$ cat src/rtl/core/lbl_pkg.sv
// ----------------------------------------------------------------------------
// Leaky-bucket limiter package
// Shared types, constants and helpers of the per-key leaky-bucket limiter.
// ----------------------------------------------------------------------------
package lbl_pkg;

  localparam int unsigned ENTRIES_DEF  = 256;
  localparam int unsigned KEY_BITS_DEF = 64;

  localparam int unsigned TIME_W   = 32;
  localparam int unsigned EXC_W    = 32;
  localparam int unsigned RATE_W   = 30;
  localparam int unsigned BURST_W  = 20;
  localparam int unsigned PROD_W   = RATE_W + TIME_W;
  localparam int unsigned DIV_W    = 43;
  localparam int unsigned REM_W    = 10;
  localparam int unsigned ADDR_W   = 4;
  localparam int unsigned DATA_W   = 32;

  localparam int unsigned DIV_SPLIT   = 22;
  localparam int unsigned RECIP_W     = 29;
  localparam int unsigned RECIP_SHIFT = 38;
  localparam logic [RECIP_W-1:0] RECIP_1000 = 29'h10624DD3;

  localparam logic [TIME_W-1:0] IDLE_LIMIT_MS = 32'd60000;
  localparam logic [REM_W:0]    MILLI         = 11'd1000;

  localparam logic [1:0] REG_DRAIN_RATE  = 2'd0;
  localparam logic [1:0] REG_BURST_LIMIT = 2'd1;
  localparam logic [1:0] REG_NO_DELAY    = 2'd2;

  localparam logic [RATE_W-1:0]  DRAIN_RATE_RST = 30'd1000;

  typedef enum logic [1:0] {
    VERDICT_PASS   = 2'd0,
    VERDICT_DELAY  = 2'd1,
    VERDICT_REJECT = 2'd2
  } verdict_e;

  typedef enum logic [1:0] {
    CELL_HOLD   = 2'd0,
    CELL_SHIFT  = 2'd1,
    CELL_MOVE   = 2'd2,
    CELL_INSERT = 2'd3
  } cell_op_e;

  typedef struct packed {
    logic [63:0] flow_key;
    logic [31:0] now_ms;
  } req_t;

  typedef struct packed {
    verdict_e    verdict;
    logic [31:0] delay_ms;
    logic [31:0] excess_milli;
    logic        inserted;
  } res_t;

  typedef struct packed {
    cell_op_e          op;
    logic [TIME_W-1:0] new_time;
    logic [EXC_W-1:0]  new_exc;
  } cell_ctl_t;

  function automatic logic [TIME_W-1:0] elapsed(input logic [TIME_W-1:0] now,
                                                input logic [TIME_W-1:0] last);
    logic [TIME_W-1:0] d;
    d = now - last;
    return d[TIME_W-1] ? (~d + 1'b1) : d;
  endfunction

endpackage

$ cat src/rtl/core/lbl_cell.sv
// ----------------------------------------------------------------------------
// Limiter table cell
// One table entry in recency order: matches the lookup key and shifts, moves or inserts.
// ----------------------------------------------------------------------------
module lbl_cell #(
  parameter int unsigned KEY_BITS = lbl_pkg::KEY_BITS_DEF
) (
  input  logic                      clk_i,
  input  logic                      rst_ni,
  input  lbl_pkg::cell_ctl_t        ctl_i,
  input  logic [KEY_BITS-1:0]       key_i,
  input  logic                      sel_i,
  input  logic                      left_valid_i,
  input  logic [KEY_BITS-1:0]       left_key_i,
  input  logic [lbl_pkg::TIME_W-1:0] left_time_i,
  input  logic [lbl_pkg::EXC_W-1:0] left_exc_i,
  input  logic                      right_valid_i,
  output logic                      valid_o,
  output logic [KEY_BITS-1:0]       key_o,
  output logic [lbl_pkg::TIME_W-1:0] time_o,
  output logic [lbl_pkg::EXC_W-1:0] exc_o,
  output logic                      match_o
);
  import lbl_pkg::*;

  logic                valid_q, valid_d;
  logic [KEY_BITS-1:0] key_q, key_d;
  logic [TIME_W-1:0]   time_q, time_d;
  logic [EXC_W-1:0]    exc_q, exc_d;

  always_comb begin
    valid_d = valid_q;
    key_d   = key_q;
    time_d  = time_q;
    exc_d   = exc_q;
    case (ctl_i.op)
      CELL_SHIFT: begin
        valid_d = left_valid_i;
        key_d   = left_key_i;
        time_d  = left_time_i;
        exc_d   = left_exc_i;
      end
      CELL_MOVE: begin
        if (sel_i && left_valid_i) begin
          key_d  = left_key_i;
          time_d = left_time_i;
          exc_d  = left_exc_i;
        end else if (sel_i) begin
          key_d  = key_i;
          time_d = ctl_i.new_time;
          exc_d  = ctl_i.new_exc;
        end
      end
      CELL_INSERT: begin
        if (!valid_q && right_valid_i) begin
          valid_d = 1'b1;
          key_d   = key_i;
          time_d  = ctl_i.new_time;
          exc_d   = ctl_i.new_exc;
        end
      end
      default: begin
      end
    endcase
  end

  always_ff @(posedge clk_i or negedge rst_ni) begin
    if (!rst_ni) begin
      valid_q <= 1'b0;
    end else begin
      valid_q <= valid_d;
    end
  end

  always_ff @(posedge clk_i) begin
    key_q  <= key_d;
    time_q <= time_d;
    exc_q  <= exc_d;
  end

  assign valid_o = valid_q;
  assign key_o   = key_q;
  assign time_o  = time_q;
  assign exc_o   = exc_q;
  assign match_o = valid_q && (key_q == key_i);

endmodule

$ cat config.mk
export PLATFORM = sky130hd
export DESIGN_NAME = lbl_cell
export DESIGN_NICKNAME = d
export VERILOG_FILES = /design/src/rtl/core/lbl_pkg.sv /design/src/rtl/core/lbl_cell.sv
export SDC_FILE = /design/constraint.sdc
export NUM_CORES = 1
export LEC_CHECK = 0
export ABC_CLOCK_PERIOD_IN_PS = 15300
export BUFFER_PORTS_ARGS = -buffer_cell sky130_fd_sc_hd__buf_2
export CAP_MARGIN = 10
export CORE_AREA = 2 2 151 153
export CTS_CLUSTER_SIZE = 8
export DETAILED_ROUTE_END_ITERATION = 8
export DIE_AREA = 0 0 153 155
export GPL_ROUTABILITY_DRIVEN = 0
export HOLD_SLACK_MARGIN = 0.08
export PLACE_DENSITY_LB_ADDON = 0.12
export SLEW_MARGIN = 20
export SYNTH_ARGS = -nofsm -noshare
export SYNTH_HDL_FRONTEND = slang
export SYNTH_SLANG_ARGS = --single-unit
$ cat constraint.sdc
create_clock -name clk_i -period 15.3 [get_ports clk_i]
set_clock_uncertainty 0.1 [all_clocks]
set_input_delay 0.765 -clock clk_i [delete_from_list [all_inputs] [get_ports clk_i]]
set_output_delay 0.765 -clock clk_i [all_outputs]
set_load 0.05 [all_outputs]
==> Word-level counts from Yosys, hierarchy flattened <==
Index checks and enable logic that the tools add are counted.
{ "op_classes": {"n_reduce_logical": 8, "n_mux": 14, "n_eq_ne": 6} }
{ "op_table": {"columns": ["operator", "n"], "rows": [
  ["$mux 32", 6],
  ["$mux 64", 3],
  ["$pmux 32 s3", 2],
  ["$pmux 64 s3", 1],
  ["$eq 64x64->1", 1],
  ["$eq 2x2->1 const B", 2],
  ["$logic_and 1x1->1", 3],
  ["$ne 3x3->1 const B", 1],
  ["$reduce_and 3->1", 1],
  ["$reduce_bool 3->1", 1],
  ["$eq 2x1->1 const B", 1],
  ["$ne 2x2->1 const B", 1],
  ["$pmux 1 s2", 1],
  ["$reduce_and 2->1", 1],
  ["$reduce_bool 2->1", 1],
  ["$logic_not 1->1", 1],
  ["$mux 1", 1]
]} }
{ "word_totals": {"register_bits": 129} }

==> Depth between registers and ports, before layout <==
{ "logic_depth": {"word_depth": 4, "mapped_depth": 6, "ltp_nobuf": 5} }

==> Worst setup path after synthesis <==
OpenSTA, ideal clock, no wires.
{ "synth_path": {"path_type": "input -> register", "startpoint": "input ctl_i[64] (netlist name)", "endpoint": "register exc_q[0] (netlist: exc_o[0]), enable pin", "path_stages": 1, "n_path_buf": 0, "slack_ps": 6808, "t_arrival_ps": 7697, "cell_sequence": "a31oi_1"} }
{ "synth_between": {"elab_chain_len": 3, "word_cells_on_any_way": 7, "cone_classes": "eq/ne: 5; reduce/logical: 2"} }
{ "synth_rtl": {"columns": ["item", "line", "text"], "rows": [
  ["from (decl)", "lbl_cell.sv:10", "input lbl_pkg::cell_ctl_t ctl_i,"],
  ["$eq 2x2->1 or $eq 2x1->1 (tied branches)", "lbl_cell.sv:36", "case (ctl_i.op)"],
  ["$ne 3x3->1 (no line) (tied with other cells)", null, null],
  ["$reduce_and 3->1 (no line) *", null, null],
  ["to (signal assigned)", "lbl_cell.sv:78", "exc_q <= exc_d;"],
  ["to (decl)", "lbl_cell.sv:29", "logic [EXC_W-1:0] exc_q, exc_d;"]
]} }
Every way passes the cells marked *; elsewhere a longest branch is shown, timed or not.
A chain may end at the register's enable or synchronous reset.

==> Worst setup path in the final report <==
{ "layout_path": {"startpoint": "input key_i[9]", "endpoint": "output match_o"} }
{ "layout_between": {"elab_chain_len": 2} }
{ "layout_rtl": {"columns": ["item", "line", "text"], "rows": [
  ["from (decl)", "lbl_cell.sv:11", "input logic [KEY_BITS-1:0] key_i,"],
  ["$eq 64x64->1", "lbl_cell.sv:85", "assign match_o = valid_q && (key_q == key_i);"],
  ["$logic_and 1x1->1", "lbl_cell.sv:85", null],
  ["to (decl)", "lbl_cell.sv:22", "output logic match_o"]
]} }
No other way between the ends.

==> results_dict.tcl <==
set metrics [dict create \
    crit_chain "buf_2 > xnor2_1 > nand4_1 > nor4_1 > nand4_1 > nor4_2 > buf_2" \
    overflow 0 \
    hold_viol 0 \
    tightest_slew_ns 0.8422 \
    track_usage_pct 15.34 \
    clockPowerShare_pct 36.6 \
    switching_share_pct 31.73 \
    seqPwrFrac_pct 40.4 \
    clk-insertion-delay-late_ns 0.41 \
    routed_wl_mm 18.43 \
    drt-vias-per-instance 4.373 \
    drv_slew 0 \
    clockBufferDepth 2 \
    cts_sinks 129 \
    antenna_left 0 \
    die_h_um 155 \
    min_period_ns 3.562 \
    dp_cells 1036 \
    core-area_um2 22230 \
    r2r_end "exc_o[21]" \
    syn_nets 633 \
    synth-xor-area-share_pct 8.691 \
    end_kind "output port" \
    min_to "exc_o[10]" \
    startpoint_type "input port" \
    grt_first_pass_wirelength_mm 27.67 \
    ff2ff_path_depth 4 \
    final_util_pct 40.68 \
    yosysMostFrequentCell "edfxtp_1" \
    ys_warn_count 0 \
    synth_edf_count 128 \
    synthArstFlopShare_pct 0.7752 \
    vias 4684 \
    required_ns 14.44 \
    drive_gt1_share_pct 56.12 \
    crit_slowest_cell "nor4_1" \
    post-route-period-util_pct 23.28 \
    worst-setup-path-type "input port to output port" \
    max_freq_ghz 0.2808 \
    p_comb_share_pct 22.9 \
    grt_pass1_vias 5011 \
    tns_ns 0 \
    yosys.area_share.simple_pct 2.829 \
    r2r_setup_slack_ns 12.10 \
    fin_cells 1071 \
    p_per_area_nw_per_um2 121.7 \
    cts_root_buf "clkbuf_16" \
    synthTopCellsByCount "edfxtp_1, mux2_1, xnor2_1, xor2_1, buf_2" \
    drt-initial-drc-count 153 \
    p_int_uw 751.0 \
    grt_max_degree 83 \
    outcome "complete, no violations" \
    synthDistinctLibCells 23 \
    wl_per_cell_um 17.21 \
    crit_fanout 2 \
    hp-class "input port to flop" \
    synth_top_area_share_pct 62.53 \
    critPathArrivalTime_ns 2.70 \
    ctsHtreeMaxLevel 4 \
    synth_top_family_by_area "multiplexers" \
    post-route-drc-count 0 \
    min_path_cells 2 \
    syn_area_um2 6147 \
    synth_ff_type "edfxtp_1" \
    nFillCells 2189 \
    post_synth.cell_area_avg_um2 16.61 \
    post_cts_buffers 0 \
    drt_first_pass_iters 4 \
    die_w_um 153 \
    clkTransAtPathRegs_ns 0.06 \
    crit_start "key_i[9]" \
    rsz0062_at_grt "no" \
    synthMuxAreaShare_pct 23.26 \
    min_from "ctl_i[10]" \
    synth_top_area_cell "edfxtp_1" \
    cts_buffers 17 \
    synth_fa_ha_area_share_pct 0 \
    max_stage_delay_ns 0.51 \
    synth-seq-cells 129 \
    power_leakage_uw 0.003844 \
    fin_nets 1034 \
    drv_cap 0 \
    antenna_found_initial 4 \
    rows 55 \
    synth-compound-area-share_pct 0.9566 \
    io_buffers 392 \
    rr_startpoint "valid_o" \
    fp.dieArea_um2 23720 \
    slew-limit-headroom_pct 43.86 \
    io_pins 393 \
    place_hpwl_mm 14.70 \
    yosysSeqAreaShare_pct 62.94 \
    cts_tree "yes" \
    setup_viol 0 \
    ys_top_cells_by_area "edfxtp_1, mux2_1, xnor2_1" \
    start_util_pct 27.66 \
    p_sw_uw 349.1 \
    synthCells 370 \
    syn2layout_area_growth_pct 47.10 \
    ctsResizeCount 0 \
    ir_worst_vdd_uv 67.17 \
]
==> power by group through the flow <==
stage	Combinational, uW	Sequential, uW	Clock [uW]
after detailed placement	255	453	0
after CTS	256	445	417
after global routing	267	449	431
final	252	445	403
after floorplan	59.2	568	0
after global placement	253	453	0
==> metrics by stage <==
| step | cell area [um2] | worst slack [ns] | hold slack [ns] | power (uW) |
|---|---|---|---|---|
| floorplan | 6147 | 6.808 | 0.3694 | 627.3 |
| global placement | 8441 | 11.66 | 0.4428 | 706.2 |
| detailed placement | 8441 | 11.62 | 0.4490 | 708.0 |
| CTS | 9034 | 11.68 | 0.5072 | 1119 |
| global route | 9040 | 11.67 | 0.5115 | 1147 |
| finish | 9042 | 11.74 | 0.5278 | 1100 |
==> placed cells by master (no fill, tap or decap), drive strengths merged, types with 2 or more instances in the layout <==
master and instances:
inv 7, buf 395, bufinv 2, xor2 20, nand4 12, nor4 7, xnor2 41, a21oi 3
clkbuf 18, nand2 2, edfxtp 128, mux2 127, clkinvlp 2, nand2b 4, diode 2, clkinv 6
==> what timing repair did <==
action | in CTS | in global routing
hold endpoints to repair | 1 | 0
endpoints found under the setup margin | 0 | 0
hold buffers | 1 | 0
==> state kept, by name, indices dropped and copies added (netlist names) <==
name,count
key_o,64
exc_o,32
time_o,32
valid_o,1
==> kinds of logic after synthesis <==
group | Yosys count
AOI/OAI and AO/OA | 8
buffers and inverters | 17
muxes | 127
and+or+nand+nor | 28
DFF | 129
xor gates and xnor gates | 61
==> layer usage <==
metal | wire length, um | global-route usage [%] | part of all wire [%] | up-vias
met1 | 6790 | 16.67 | 37 | 2172
met2 | 9328 | 26.48 | 51 | 250
met3 | 1815 | 6.379 | 9.8 | 27
met5 | 29 | 0 | 0.16 | -
met4 | 464 | 6.526 | 2.5 | 4
li1 | - | - | - | 2231
==> area by class of cell <==
class | instances | area, um2 | area share [%]
clock inverter | 14 | 153.9 | 1.702
sequential | 129 | 3869 | 42.78
timing repair buffer | 396 | 1998 | 22.10
antenna | 2 | 5.005 | 0.05535
inverter | 3 | 11.26 | 0.1245
multi-input combinational | 224 | 2220 | 24.55
clock buffer | 18 | 429.2 | 4.746
tap | 285 | 356.6 | 3.944
==> worst max path at each step <==
stage	to	slack [ns]	cells after the start
final	match_o	11.74	7
after global routing	match_o	11.67	7
after CTS	match_o	11.68	7
after detailed placement	key_o[0]	11.62	5
after global placement	match_o	11.66	7
after floorplan	exc_o[0]	6.81	1
==> worst max-delay path, delay by kind of cell <==
kind                      cells  cell delay (ns)
and+or+nand+nor               4             1.31
xor gates and xnor gates      1             0.18
buffers and inverters         2             0.45
Power figures use the tool's default switching activity.
