$ cat src/rtl/core/lbl_pkg.sv
// ----------------------------------------------------------------------------
// Leaky-bucket limiter package
// Shared types, constants and helpers of the per-key leaky-bucket limiter.
// ----------------------------------------------------------------------------
package lbl_pkg;

  localparam int unsigned ENTRIES_DEF  = 256;
  localparam int unsigned KEY_BITS_DEF = 64;

  localparam int unsigned TIME_W   = 32;
  localparam int unsigned EXC_W    = 32;
  localparam int unsigned RATE_W   = 30;
  localparam int unsigned BURST_W  = 20;
  localparam int unsigned PROD_W   = RATE_W + TIME_W;
  localparam int unsigned DIV_W    = 43;
  localparam int unsigned REM_W    = 10;
  localparam int unsigned ADDR_W   = 4;
  localparam int unsigned DATA_W   = 32;

  localparam int unsigned DIV_SPLIT   = 22;
  localparam int unsigned RECIP_W     = 29;
  localparam int unsigned RECIP_SHIFT = 38;
  localparam logic [RECIP_W-1:0] RECIP_1000 = 29'h10624DD3;

  localparam logic [TIME_W-1:0] IDLE_LIMIT_MS = 32'd60000;
  localparam logic [REM_W:0]    MILLI         = 11'd1000;

  localparam logic [1:0] REG_DRAIN_RATE  = 2'd0;
  localparam logic [1:0] REG_BURST_LIMIT = 2'd1;
  localparam logic [1:0] REG_NO_DELAY    = 2'd2;

  localparam logic [RATE_W-1:0]  DRAIN_RATE_RST = 30'd1000;

  typedef enum logic [1:0] {
    VERDICT_PASS   = 2'd0,
    VERDICT_DELAY  = 2'd1,
    VERDICT_REJECT = 2'd2
  } verdict_e;

  typedef enum logic [1:0] {
    CELL_HOLD   = 2'd0,
    CELL_SHIFT  = 2'd1,
    CELL_MOVE   = 2'd2,
    CELL_INSERT = 2'd3
  } cell_op_e;

  typedef struct packed {
    logic [63:0] flow_key;
    logic [31:0] now_ms;
  } req_t;

  typedef struct packed {
    verdict_e    verdict;
    logic [31:0] delay_ms;
    logic [31:0] excess_milli;
    logic        inserted;
  } res_t;

  typedef struct packed {
    cell_op_e          op;
    logic [TIME_W-1:0] new_time;
    logic [EXC_W-1:0]  new_exc;
  } cell_ctl_t;

  function automatic logic [TIME_W-1:0] elapsed(input logic [TIME_W-1:0] now,
                                                input logic [TIME_W-1:0] last);
    logic [TIME_W-1:0] d;
    d = now - last;
    return d[TIME_W-1] ? (~d + 1'b1) : d;
  endfunction

endpackage

$ cat src/rtl/core/lbl_div.sv
// ----------------------------------------------------------------------------
// Limiter divider
// Division by one thousand by reciprocal multiplication in two digits, through
// a high-digit, a remainder and a low-digit step.
// ----------------------------------------------------------------------------
module lbl_div (
  input  logic                     clk_i,
  input  logic                     rst_ni,
  input  logic                     start_i,
  input  logic [lbl_pkg::DIV_W-1:0] num_i,
  output logic                     busy_o,
  output logic [lbl_pkg::DIV_W-1:0] quot_o
);
  import lbl_pkg::*;

  localparam int unsigned LO_W  = DIV_SPLIT;
  localparam int unsigned HI_W  = DIV_W - DIV_SPLIT;
  localparam int unsigned MUL_W = 32 + RECIP_W;

  typedef enum logic [3:0] {
    DV_IDLE = 4'b0001,
    DV_HI   = 4'b0010,
    DV_REM  = 4'b0100,
    DV_LO   = 4'b1000
  } div_state_e;

  div_state_e       state_q;
  logic [HI_W-1:0]  nh_q;
  logic [HI_W-1:0]  qh_q;
  logic [LO_W-1:0]  nl_q;
  logic [31:0]      x_q;
  logic [DIV_W-1:0] quot_q;
  logic [31:0]      mul_a;
  logic [MUL_W-1:0] mul_p;
  logic [HI_W-1:0]  rem_w;

  assign mul_a = (state_q == DV_HI) ? 32'(nh_q) : x_q;
  assign mul_p = MUL_W'(mul_a) * MUL_W'(RECIP_1000);
  assign rem_w = nh_q - HI_W'(qh_q * HI_W'(MILLI));

  always_ff @(posedge clk_i or negedge rst_ni) begin
    if (!rst_ni) begin
      state_q <= DV_IDLE;
    end else if (start_i) begin
      state_q <= DV_HI;
    end else begin
      case (state_q)
        DV_HI:   state_q <= DV_REM;
        DV_REM:  state_q <= DV_LO;
        DV_LO:   state_q <= DV_IDLE;
        default: state_q <= DV_IDLE;
      endcase
    end
  end

  always_ff @(posedge clk_i) begin
    if (start_i) begin
      nh_q <= num_i[DIV_W-1:LO_W];
      nl_q <= num_i[LO_W-1:0];
    end else begin
      case (state_q)
        DV_HI: begin
          qh_q <= mul_p[RECIP_SHIFT +: HI_W];
        end
        DV_REM: begin
          x_q <= {rem_w[REM_W-1:0], nl_q};
        end
        DV_LO: begin
          quot_q <= {qh_q, mul_p[RECIP_SHIFT +: LO_W]};
        end
        default: begin
        end
      endcase
    end
  end

  assign busy_o = (state_q != DV_IDLE);
  assign quot_o = quot_q;

endmodule

$ cat config.mk
export PLATFORM = sky130hd
export DESIGN_NAME = lbl_div
export DESIGN_NICKNAME = d
export VERILOG_FILES = /design/src/rtl/core/lbl_pkg.sv /design/src/rtl/core/lbl_div.sv
export SDC_FILE = /design/constraint.sdc
export NUM_CORES = 1
export LEC_CHECK = 0
export ABC_AREA = 0
export BUFFER_PORTS_ARGS = -buffer_cell sky130_fd_sc_hd__buf_4
export CAP_MARGIN = 30
export CORE_MARGIN = 2
export CORE_UTILIZATION = 60
export DETAILED_ROUTE_END_ITERATION = 8
export HOLD_SLACK_MARGIN = 0.1
export PLACE_DENSITY_LB_ADDON = 0.15
export SLEW_MARGIN = 20
export SYNTH_ARGS = -nofsm -noshare
export SYNTH_HDL_FRONTEND = slang
export SYNTH_SLANG_ARGS = --single-unit
$ cat constraint.sdc
create_clock -name clk_i -period 21.5 [get_ports clk_i]
set_input_delay 1.075 -clock clk_i [delete_from_list [all_inputs] [get_ports clk_i]]
set_output_delay 1.075 -clock clk_i [all_outputs]
set_load 0.005 [all_outputs]
=== After elaboration in Yosys (flattened, before gate mapping) ===
Index checks and enable logic that the tools add are counted.

* Bits in registers: 143
* Bits of input ports: 46
* Word-level logic and storage cells: 20

* Equality and inequality tests: 4
* Multiply operators: 2
* Add/subtract/negate cells: 1
* Reductions and logical operators: 3
* Bitwise operators: 1
* Multiplexer cells: 3

{| class="wikitable"
|+ Operators with widths
! kind !! count
|-
| multiplier 32 x 29 -> 60 bit, second input constant || 1
|-
| two-way mux 32 bit || 1
|-
| multiplier 21 x 7 -> 7 bit, second input constant || 1
|-
| subtractor 10 bit || 1
|-
| one-hot mux 4 bit (2 select lines) || 1
|-
| AND reduction 2 bit || 3
|-
| == test 4 x 2 -> 1 bit, second input constant || 1
|-
| == test 4 x 3 -> 1 bit, second input constant || 1
|-
| == test 4 bit, second input constant || 1
|-
| two-way mux 4 bit || 1
|-
| inequality test 4 x 1 -> 1 bit, second input constant || 1
|-
| NOT 1 bit || 1
|}

=== Depth between registers and ports, before layout ===
Gate-level depths: netlist (run 1).

* Depth after elaboration: 3
* Gate-level depth with buffers: 30
* Depth with buffers taken out: 28

=== Worst setup path after synthesis (run 1) ===
No wires, ideal clock.

* Path type: register -> register
* Start: register state_q[3]
* End: register qh_q[14] (data pin)
* Library setup time: 265 ps
* Slack: 13051 ps
* Cell stages (with the launch flop): 27
* Clock period less this slack: 8449 ps
* Data arrival time: 8183 ps
* Data required time: 21235 ps
* Buffers on the path: 1
* Cell sequence: dfrtp_1 nor4b_1 clkbuf_1 mux2i_1 clkinv_1 ha_1 fa_1 fa_1 inv_1 fa_1 inv_1 fa_1 fa_1 fa_1 inv_1 fa_1 inv_1 ha_1 nand4_2 or4b_4 a311o_1 a31oi_1 o21ai_2 a31oi_4 o21ai_2 and3_1 a311o_1

* Word-level cells in the longest chain between the ends: 3

{| class="wikitable"
|+ Ends and longest elaborated chain
! item !! RTL line !! text
|-
| start: declaration || lbl_div.sv:27 || <nowiki>div_state_e state_q;</nowiki>
|-
| start signal: assignment || lbl_div.sv:43 || <nowiki>state_q <= DV_IDLE;</nowiki>
|-
| start signal: assignment || lbl_div.sv:45 || <nowiki>state_q <= DV_HI;</nowiki>
|-
| start signal: assignment || lbl_div.sv:48 || <nowiki>DV_HI: state_q <= DV_REM;</nowiki>
|-
| == test 4 x 2 -> 1 bit || lbl_div.sv:37 || <nowiki>assign mul_a = (state_q == DV_HI) ? 32'(nh_q) : x_q;</nowiki>
|-
| two-way mux 32 bit || lbl_div.sv:37 ||
|-
| multiplier 32 x 29 -> 60 bit || lbl_div.sv:38 || <nowiki>assign mul_p = MUL_W'(mul_a) * MUL_W'(RECIP_1000);</nowiki>
|-
| named net mul_p[52] || lbl_div.sv:34 || <nowiki>logic [MUL_W-1:0] mul_p;</nowiki>
|-
| end signal: assignment || lbl_div.sv:63 || <nowiki>qh_q <= mul_p[RECIP_SHIFT +: HI_W];</nowiki>
|-
| end: declaration || lbl_div.sv:29 || <nowiki>logic [HI_W-1:0] qh_q;</nowiki>
|}

The timed path passes the listed nets, and every way through them passes these cells.
A chain may end at the register's enable or synchronous reset.

=== Final worst setup path (run 1) ===
* Start: register state_q[2]
* End: register qh_q[19] (data pin)

The elaborated chain is that of the path after synthesis.

==> load_flow_metrics.sql, run 1 <==
INSERT INTO impl_metrics (metric_group, metric, value, unit) VALUES
('grt', 'antenna_found_initial', '0', ''),
('grt', 'grt_max_degree', '49', ''),
('finish', 'finalNetCount', '2602', ''),
('setup_path', 'timing.rr.end', 'qh_q[19]', ''),
('setup_path', 'critPathMaxFanout', '19', ''),
('logic_synthesis', 'synth_enable_flop_cells', '139', ''),
('detailed_routing', 'wl_per_cell', '20.8', 'microns'),
('sta', 'holdWs', '0.413', 'ns'),
('setup_path', 'ff_to_ff_path_depth', '26', ''),
('logic_synthesis', 'ys_ff_latch', '143', ''),
('sta', 'worst_clock_skew', '0.0144', 'ns'),
('detailed_routing', 'routed-via-count', '12700', ''),
('die', 'floorplan_die_width', '185', 'microns'),
('die', 'starting_density', '0.606', ''),
('sta', 'timing_max_transition_violations_final', '0', ''),
('finish', 'most_common_library_cell_in_the_layout_ignoring_fill_and_taps', 'inv_1', ''),
('setup_path', 'worstPathRequired', '21.69', 'ns'),
('clock_tree', 'clock_tree.htree_level_count', '4', ''),
('grt', 'track_usage', '0.301', ''),
('sta', 'grt_setup_unrepaired', 'no', ''),
('clock_tree', 'clock_buffers_created_by_tritoncts', '17', ''),
('clock_tree', 'cts_setup_buffers', '0', ''),
('finish', 'layout.cells.most_common_list', 'inv_1 (534), ha_1 (387), fa_1 (301)', ''),
('run_status', 'result_of_the_run', 'finished, final reports clean', ''),
('sta', 'hold_violations', '0', ''),
('detailed_routing', 'post-route-drc-count', '0', ''),
('place', 'portbufs', '89', ''),
('grt', 'grt_remaining_overflow', '0', ''),
('detailed_routing', 'first_pass_iteration_count_of_the_detailed_router', '6', ''),
('sta', 'timing_worst_slew_pin_value', '0.848', 'ns'),
('die', 'die-area', '34100', 'sq um'),
('detailed_routing', 'post_route_wl', '48400', 'microns'),
('finish', 'final_layout_size_suffix_gt1_frac', '0.0808', ''),
('die', 'die_height', '185', 'microns'),
('setup_path', 'worst-setup-path-type', 'flip-flop to flip-flop', ''),
('setup_path', 'cp.arrival', '9.72', 'ns'),
('setup_path', 'setup_crit_end_kind', 'flip-flop', ''),
('finish', 'instances_no_fill', '2323', ''),
('setup_path', 'worst_setup_path_start_kind', 'flip-flop', ''),
('place', 'final_hpwl_from_detailed_placement', '41000', 'microns'),
('die', 'floorplan.rows', '66', ''),
('finish', 'post-route-util', '0.666', ''),
('clock_tree', 'worst_skew_pair.late_latency', '0.45', 'ns'),
('logic_synthesis', 'summed_instance_area_of_the_synthesized_netlist', '19600', 'sq um'),
('logic_synthesis', 'dominantRegCellSynth', 'edfxtp_1', ''),
('setup_path', 'regToRegSetupSlack', '11.97', 'ns'),
('finish', 'area_added_between_synthesis_and_finish', '9.91', '%'),
('detailed_routing', 'dr.first_iter.drc_count', '719', ''),
('grt', 'grt_pass1_vias', '13800', ''),
('detailed_routing', 'antenna_left', '0', ''),
('finish', 'num-fill-cells', '2460', ''),
('sta', 'setup_violations', '0', ''),
('logic_synthesis', 'synth-seq-area-share', '0.219', ''),
('hold_path', 'hold_class', 'primary input to async pin', ''),
('die', 'coreArea', '32300', 'sq um'),
('clock_tree', 'cts.sinks', '143', ''),
('logic_synthesis', 'synthesis.area_per_instance', '11.2', 'sq um'),
('detailed_routing', 'routed_via_density', '5.48', ''),
('sta', 'layout_min_cycle_time', '9.53', 'ns'),
('logic_synthesis', 'mappedNetlistNets', '2483', ''),
('clock_tree', 'ctsResizeCount', '0', ''),
('clock_tree', 'clkTransAtPathRegs', '0.07', 'ns'),
('place', 'dp.cells', '2289', ''),
('clock_tree', 'clock-root-buffer', 'clkbuf_16', ''),
('grt', 'wire_length_of_the_first_global_routing_pass', '75100', 'microns'),
('sta', 'achievable-frequency', '0.105', 'GHz'),
('logic_synthesis', 'synth_cell_types', '60', ''),
('setup_path', 'beginning_of_the_worst_register_to_register_path', 'state_q[2]', ''),
('logic_synthesis', 'synthCells', '1749', ''),
('clock_tree', 'cts.hold.buffers_added', '0', ''),
('finish', 'antenna-diode-count', '0', ''),
('clock_tree', 'cts_tree', 'built', ''),
('logic_synthesis', 'synth_warnings', '0', ''),
('logic_synthesis', 'ys_async_sr_fraction', '0.0280', ''),
('sta', 'setup_total_negative_slack', '0', 'ns'),
('clock_tree', 'cts_buffer_depth', '2', ''),
('die', 'io_pins', '90', ''),
('run', 'cap_viol_max_count', '0', ''),
('sta', 'timing.slew.headroom', '0.424', ''),
('place', 'final_replace_weighted_congestion', '0.986', ''),
('sta', 'fin_crit_sh', '0.443', '');
-- worst max path at each step --
| stage | from | to | slack (ns) | cells after the start |
|---|---|---|---|---|
| floorplan | state_q[3] | qh_q[14] | 13.05 | 26 |
| finish | state_q[2] | qh_q[19] | 11.97 | 26 |
| global placement | state_q[2] | qh_q[19] | 12.43 | 26 |
| CTS | state_q[2] | qh_q[19] | 12.10 | 26 |
| global route | state_q[2] | qh_q[9] | 11.63 | 26 |
| detailed placement | state_q[2] | qh_q[19] | 12.09 | 26 |
-- sequential cells by signal (all words and copies together) (netlist names) --
| signal | count |
|---|---|
| quot_o | 43 |
| x_q | 32 |
| nl_q | 22 |
| nh_q | 21 |
| qh_q | 21 |
| state_q | 4 |
-- per-stage QoR --
step	cell area [sq um]	setup slack [ns]
global placement	20900	12.43
CTS	21500	12.10
global route	21500	11.63
detailed placement	20900	12.09
floorplan	19600	13.05
finish	21500	11.97
-- Yosys cell counts, types with 4 or more instances --
master | number | area, sq um
xnor2_1 | 39 | 342
clkbuf_1 | 6 | 22.5
o21a_1 | 4 | 30.0
and4_1 | 4 | 35.0
fa_1 | 301 | 6030
o21ai_0 | 21 | 105
nand4_1 | 13 | 81.3
nand2_1 | 48 | 180
xor2_1 | 15 | 131
and3_1 | 8 | 50.1
o211ai_1 | 5 | 37.5
a21o_1 | 31 | 233
mux2i_1 | 17 | 170
nand3_1 | 14 | 70.1
edfxtp_1 | 139 | 4170
nand2b_1 | 4 | 25.0
inv_1 | 534 | 2000
nor2_1 | 39 | 146
a21oi_1 | 51 | 255
a31oi_1 | 6 | 37.5
nor2b_1 | 6 | 37.5
ha_1 | 387 | 4840
o21ai_1 | 5 | 25.0
nor3_1 | 7 | 35.0
-- final cells by class --
class,instances,area [sq um],area share
clock buffer,17,425,0.0198
multi-input combinational,1064,13300,0.617
timing repair buffer,106,791,0.0368
inverter,536,2010,0.0936
sequential,143,4280,0.199
tap,442,553,0.0257
clock inverter,15,175,0.00815
-- worst max-delay path, cell delays in order (launching register included) --
cell and delay, ns:
dfrtp_1 0.45, nor4b_2 0.23, buf_4 0.36, mux2i_1 0.74, clkinv_1 0.55, xnor2_1 0.29
fa_1 0.40, fa_1 0.49, inv_1 0.05, fa_1 0.49, inv_1 0.05, fa_1 0.47
fa_1 0.50, fa_1 0.49, inv_1 0.05, fa_1 0.49, inv_1 0.04, ha_1 0.37
a21oi_1 0.35, o21ai_1 0.17, a2111oi_0 0.44, a31oi_1 0.23, o21ai_2 0.49, a211oi_2 0.21
a2111o_1 0.48, a31oi_1 0.23, xnor2_1 0.10
-- metal layers --
| layer | global-route usage | vias to the layer above | share of wire | routed length [microns] |
|---|---|---|---|---|
| li1 | - | 5799 | - | - |
| met4 | 0.124 | 0 | 0.040 | 1940 |
| met3 | 0.0622 | 114 | 0.062 | 3000 |
| met2 | 0.479 | 404 | 0.47 | 22500 |
| met5 | 0 | - | 0 | 0 |
| met1 | 0.403 | 6409 | 0.43 | 20900 |
-- logic make-up (layout without fill, tap and decap cells) --
group	Yosys count	after routing	synth area share
adders and majority gates	688	688	0.555
muxes	17	17	0.00870
DFF	143	143	0.219
xor gates and xnor gates	54	54	0.0242
AOI/OAI and AO/OA	150	150	0.0501
and+or+nand+nor	155	155	0.0390
buffers and inverters	542	674	0.104
Power of run 1 is not shown: default switching activity piles up to over one toggle a cycle in this logic, so the estimate is an artifact.
==> run 2, diff against run 1 <==
- ABC_AREA: 0 -> 1
- CORE_UTILIZATION: 60 -> 59
- clock period: 21.5 -> 8.7 ns (I/O delays scaled with it)
==> load_flow_metrics.sql, run 2 <==
INSERT INTO impl_metrics (metric_group, metric, value, unit) VALUES
('run_status', 'result_of_the_run', 'finished, final reports clean', ''),
('place', 'final_hpwl_from_detailed_placement', '52600', 'microns'),
('detailed_routing', 'routed_via_density', '5.11', ''),
('die', 'starting_density', '0.594', ''),
('sta', 'finalWorstSetupSlack', '0.838', 'ns'),
('clock_tree', 'ctsResizeCount', '0', ''),
('setup_path', 'worst_setup_path_start_kind', 'flip-flop', ''),
('finish', 'area_added_between_synthesis_and_finish', '8.82', '%'),
('hold_path', 'hold_class', 'primary input to flip-flop', ''),
('logic_synthesis', 'synth-seq-area-share', '0.193', ''),
('sta', 'fin_crit_sh', '0.904', ''),
('die', 'coreArea', '37400', 'sq um'),
('clock_tree', 'clock_buffers_created_by_tritoncts', '17', ''),
('clock_tree', 'cts_tree', 'built', ''),
('setup_path', 'cp.arrival', '8.04', 'ns'),
('logic_synthesis', 'synthesis.area_per_instance', '8.68', 'sq um'),
('grt', 'antenna_found_initial', '0', ''),
('detailed_routing', 'post_route_wl', '60000', 'microns'),
('logic_synthesis', 'yosys.area.top_type_share', '0.271', ''),
('logic_synthesis', 'dominantRegCellSynth', 'edfxtp_1', ''),
('detailed_routing', 'first_pass_iteration_count_of_the_detailed_router', '5', ''),
('logic_synthesis', 'most_frequently_used_cell_type_in_the_post_synthesis_netlist', 'inv_1', ''),
('detailed_routing', 'post-route-drc-count', '0', ''),
('run', 'cap_viol_max_count', '0', ''),
('sta', 'setup_total_negative_slack', '0', 'ns'),
('die', 'floorplan_die_width', '198', 'microns'),
('finish', 'finalNetCount', '3408', ''),
('logic_synthesis', 'top_cells_by_area_synth', 'fa_1 (27%), ha_1 (22%), edfxtp_1 (19%), inv_1 (14%), nand2_1 (9.6%)', ''),
('grt', 'grt_max_degree', '50', ''),
('setup_path', 'setup_crit_end_kind', 'flip-flop', ''),
('detailed_routing', 'antenna_left', '0', ''),
('logic_synthesis', 'synth_cell_types', '36', ''),
('grt', 'grt_remaining_overflow', '0', ''),
('sta', 'layout_min_cycle_time', '7.86', 'ns'),
('clock_tree', 'cts.sinks', '143', ''),
('die', 'floorplan.rows', '71', ''),
('finish', 'layout.cells.most_common_list', 'inv_1 (807), nand2_1 (567), ha_1 (387)', ''),
('place', 'final_replace_weighted_congestion', '0.990', ''),
('logic_synthesis', 'synth_enable_flop_cells', '139', ''),
('logic_synthesis', 'ys_ff_latch', '143', ''),
('setup_path', 'critical_path_slowest_stage_cell', 'fa_1', ''),
('finish', 'area_used_by_multi_input_combinational_logic', '14800', 'sq um'),
('sta', 'achievable-frequency', '0.127', 'GHz'),
('logic_synthesis', 'summed_instance_area_of_the_synthesized_netlist', '22200', 'sq um'),
('sta', 'hold_violations', '0', ''),
('finish', 'largest_register_ffs', '43', ''),
('die', 'die_height', '198', 'microns'),
('logic_synthesis', 'mappedNetlistNets', '3293', ''),
('sta', 'worst_clock_skew', '0.0118', 'ns'),
('setup_path', 'critPathMaxFanout', '23', ''),
('finish', 'num-fill-cells', '3255', ''),
('sta', 'timing_worst_slew_pin_value', '0.851', 'ns'),
('die', 'io_pins', '90', ''),
('logic_synthesis', 'synthCells', '2559', ''),
('grt', 'wire_length_of_the_first_global_routing_pass', '94500', 'microns'),
('place', 'portbufs', '89', ''),
('die', 'die-area', '39200', 'sq um'),
('logic_synthesis', 'post_synth_most_frequent_cells', 'inv_1 (807), nand2_1 (567), ha_1 (387), fa_1 (301), edfxtp_1 (139)', ''),
('place', 'placement.setup.worst_slack', '0.976', 'ns'),
('detailed_routing', 'routed-via-count', '16300', ''),
('sta', 'timing.slew.headroom', '0.427', ''),
('detailed_routing', 'dr.first_iter.drc_count', '874', ''),
('finish', 'most_common_library_cell_in_the_layout_ignoring_fill_and_taps', 'inv_1', ''),
('setup_path', 'worstPathRequired', '8.88', 'ns'),
('clock_tree', 'clock_tree.htree_level_count', '4', ''),
('finish', 'antenna-diode-count', '0', ''),
('clock_tree', 'worst_skew_pair.late_latency', '0.47', 'ns'),
('setup_path', 'worst_path_largest_cell_delay', '0.60', 'ns'),
('grt', 'grt_pass1_vias', '17500', ''),
('sta', 'grt_setup_unrepaired', 'no', ''),
('clock_tree', 'clock-root-buffer', 'clkbuf_16', ''),
('detailed_routing', 'wl_per_cell', '18.8', 'microns'),
('logic_synthesis', 'synth_largest_area_cell', 'fa_1', ''),
('clock_tree', 'cts_buffer_depth', '2', ''),
('sta', 'setup_violations', '0', ''),
('sta', 'timing_max_transition_violations_final', '0', ''),
('logic_synthesis', 'ys_async_sr_fraction', '0.0280', ''),
('clock_tree', 'clkTransAtPathRegs', '0.07', 'ns'),
('finish', 'final_layout_size_suffix_gt1_frac', '0.0670', ''),
('grt', 'track_usage', '0.330', ''),
('logic_synthesis', 'synth_warnings', '0', ''),
('finish', 'regArea', '4280', 'sq um'),
('sta', 'holdWs', '0.140', 'ns'),
('setup_path', 'worst-setup-path-type', 'flip-flop to flip-flop', ''),
('setup_path', 'timing.critical_path.mode_cell', 'fa_1', '');
## run 2: repair_timing
| action | CTS | global route |
|---|---|---|
| buffers inserted | 0 | 0 |
| endpoints found under the hold margin | 4 | 0 |
| hold buffers | 1 | 0 |
## run 2: area by class of cell
cell class / count / share of cell area
clock buffer: 20 / 0.0193
inverter: 811 / 0.126
clock inverter: 12 / 0.00414
timing repair buffer: 102 / 0.0326
tap: 511 / 0.0265
multi-input combinational: 1599 / 0.615
sequential: 143 / 0.177
## run 2: through the flow
step | instances | utilization | cell area (sq um)
3_3_place_gp | 3164 | 0.630 | 23600
3_5_place_dp | 3164 | 0.630 | 23600
2_1_floorplan | 2559 | - | 22200
6_report | 3198 | 0.646 | 24200
5_1_grt | 3198 | 0.646 | 24200
4_1_cts | 3197 | 0.645 | 24100
## run 2: path summary, 6_finish.rpt
path / start / end / slack [ns] / depth (start not counted)
max in group asynchronous: rst_ni / state_q[0] / 8.15 / 2
setup reg to reg: state_q[2] / qh_q[5] / 0.84 / 25
hold / removal: num_i[39] / nh_q[17] / 0.14 / 1
hold reg to reg: nl_q[17] / x_q[17] / 0.42 / 0
min in group asynchronous: rst_ni / state_q[3] / 0.36 / 2
setup / recovery: state_q[2] / qh_q[5] / 0.84 / 25
## run 2: metal layers
layer | up-vias | part of all wire | GRT usage
li1 | 7865 | - | -
met1 | 7911 | 0.43 | 0.417
met2 | 446 | 0.47 | 0.554
met3 | 106 | 0.068 | 0.0785
met4 | 0 | 0.036 | 0.119
met5 | - | 0 | 0
## run 2: critical path, delay by kind of cell (launching register included)
family / cells / cell delay, ns
adder cells (fa/ha/maj): 9 / 4.25
AND/OR/NAND/NOR: 9 / 1.56
buffers and inverters: 6 / 0.87
AO/OA/AOI/OAI: 1 / 0.44
flip-flops: 1 / 0.41
## run 2: kinds of logic (layout without fill, tap and decap cells)
family	count (synthesis)	in the layout	share of synthesized area
compound gates	76	76	0.0214
xor+xnor	19	19	0.00750
fa+ha+maj	688	688	0.489
buf+inv	817	945	0.139
flops	143	143	0.193
simple gates	816	816	0.150
Power of run 2 is left out for the same reason.
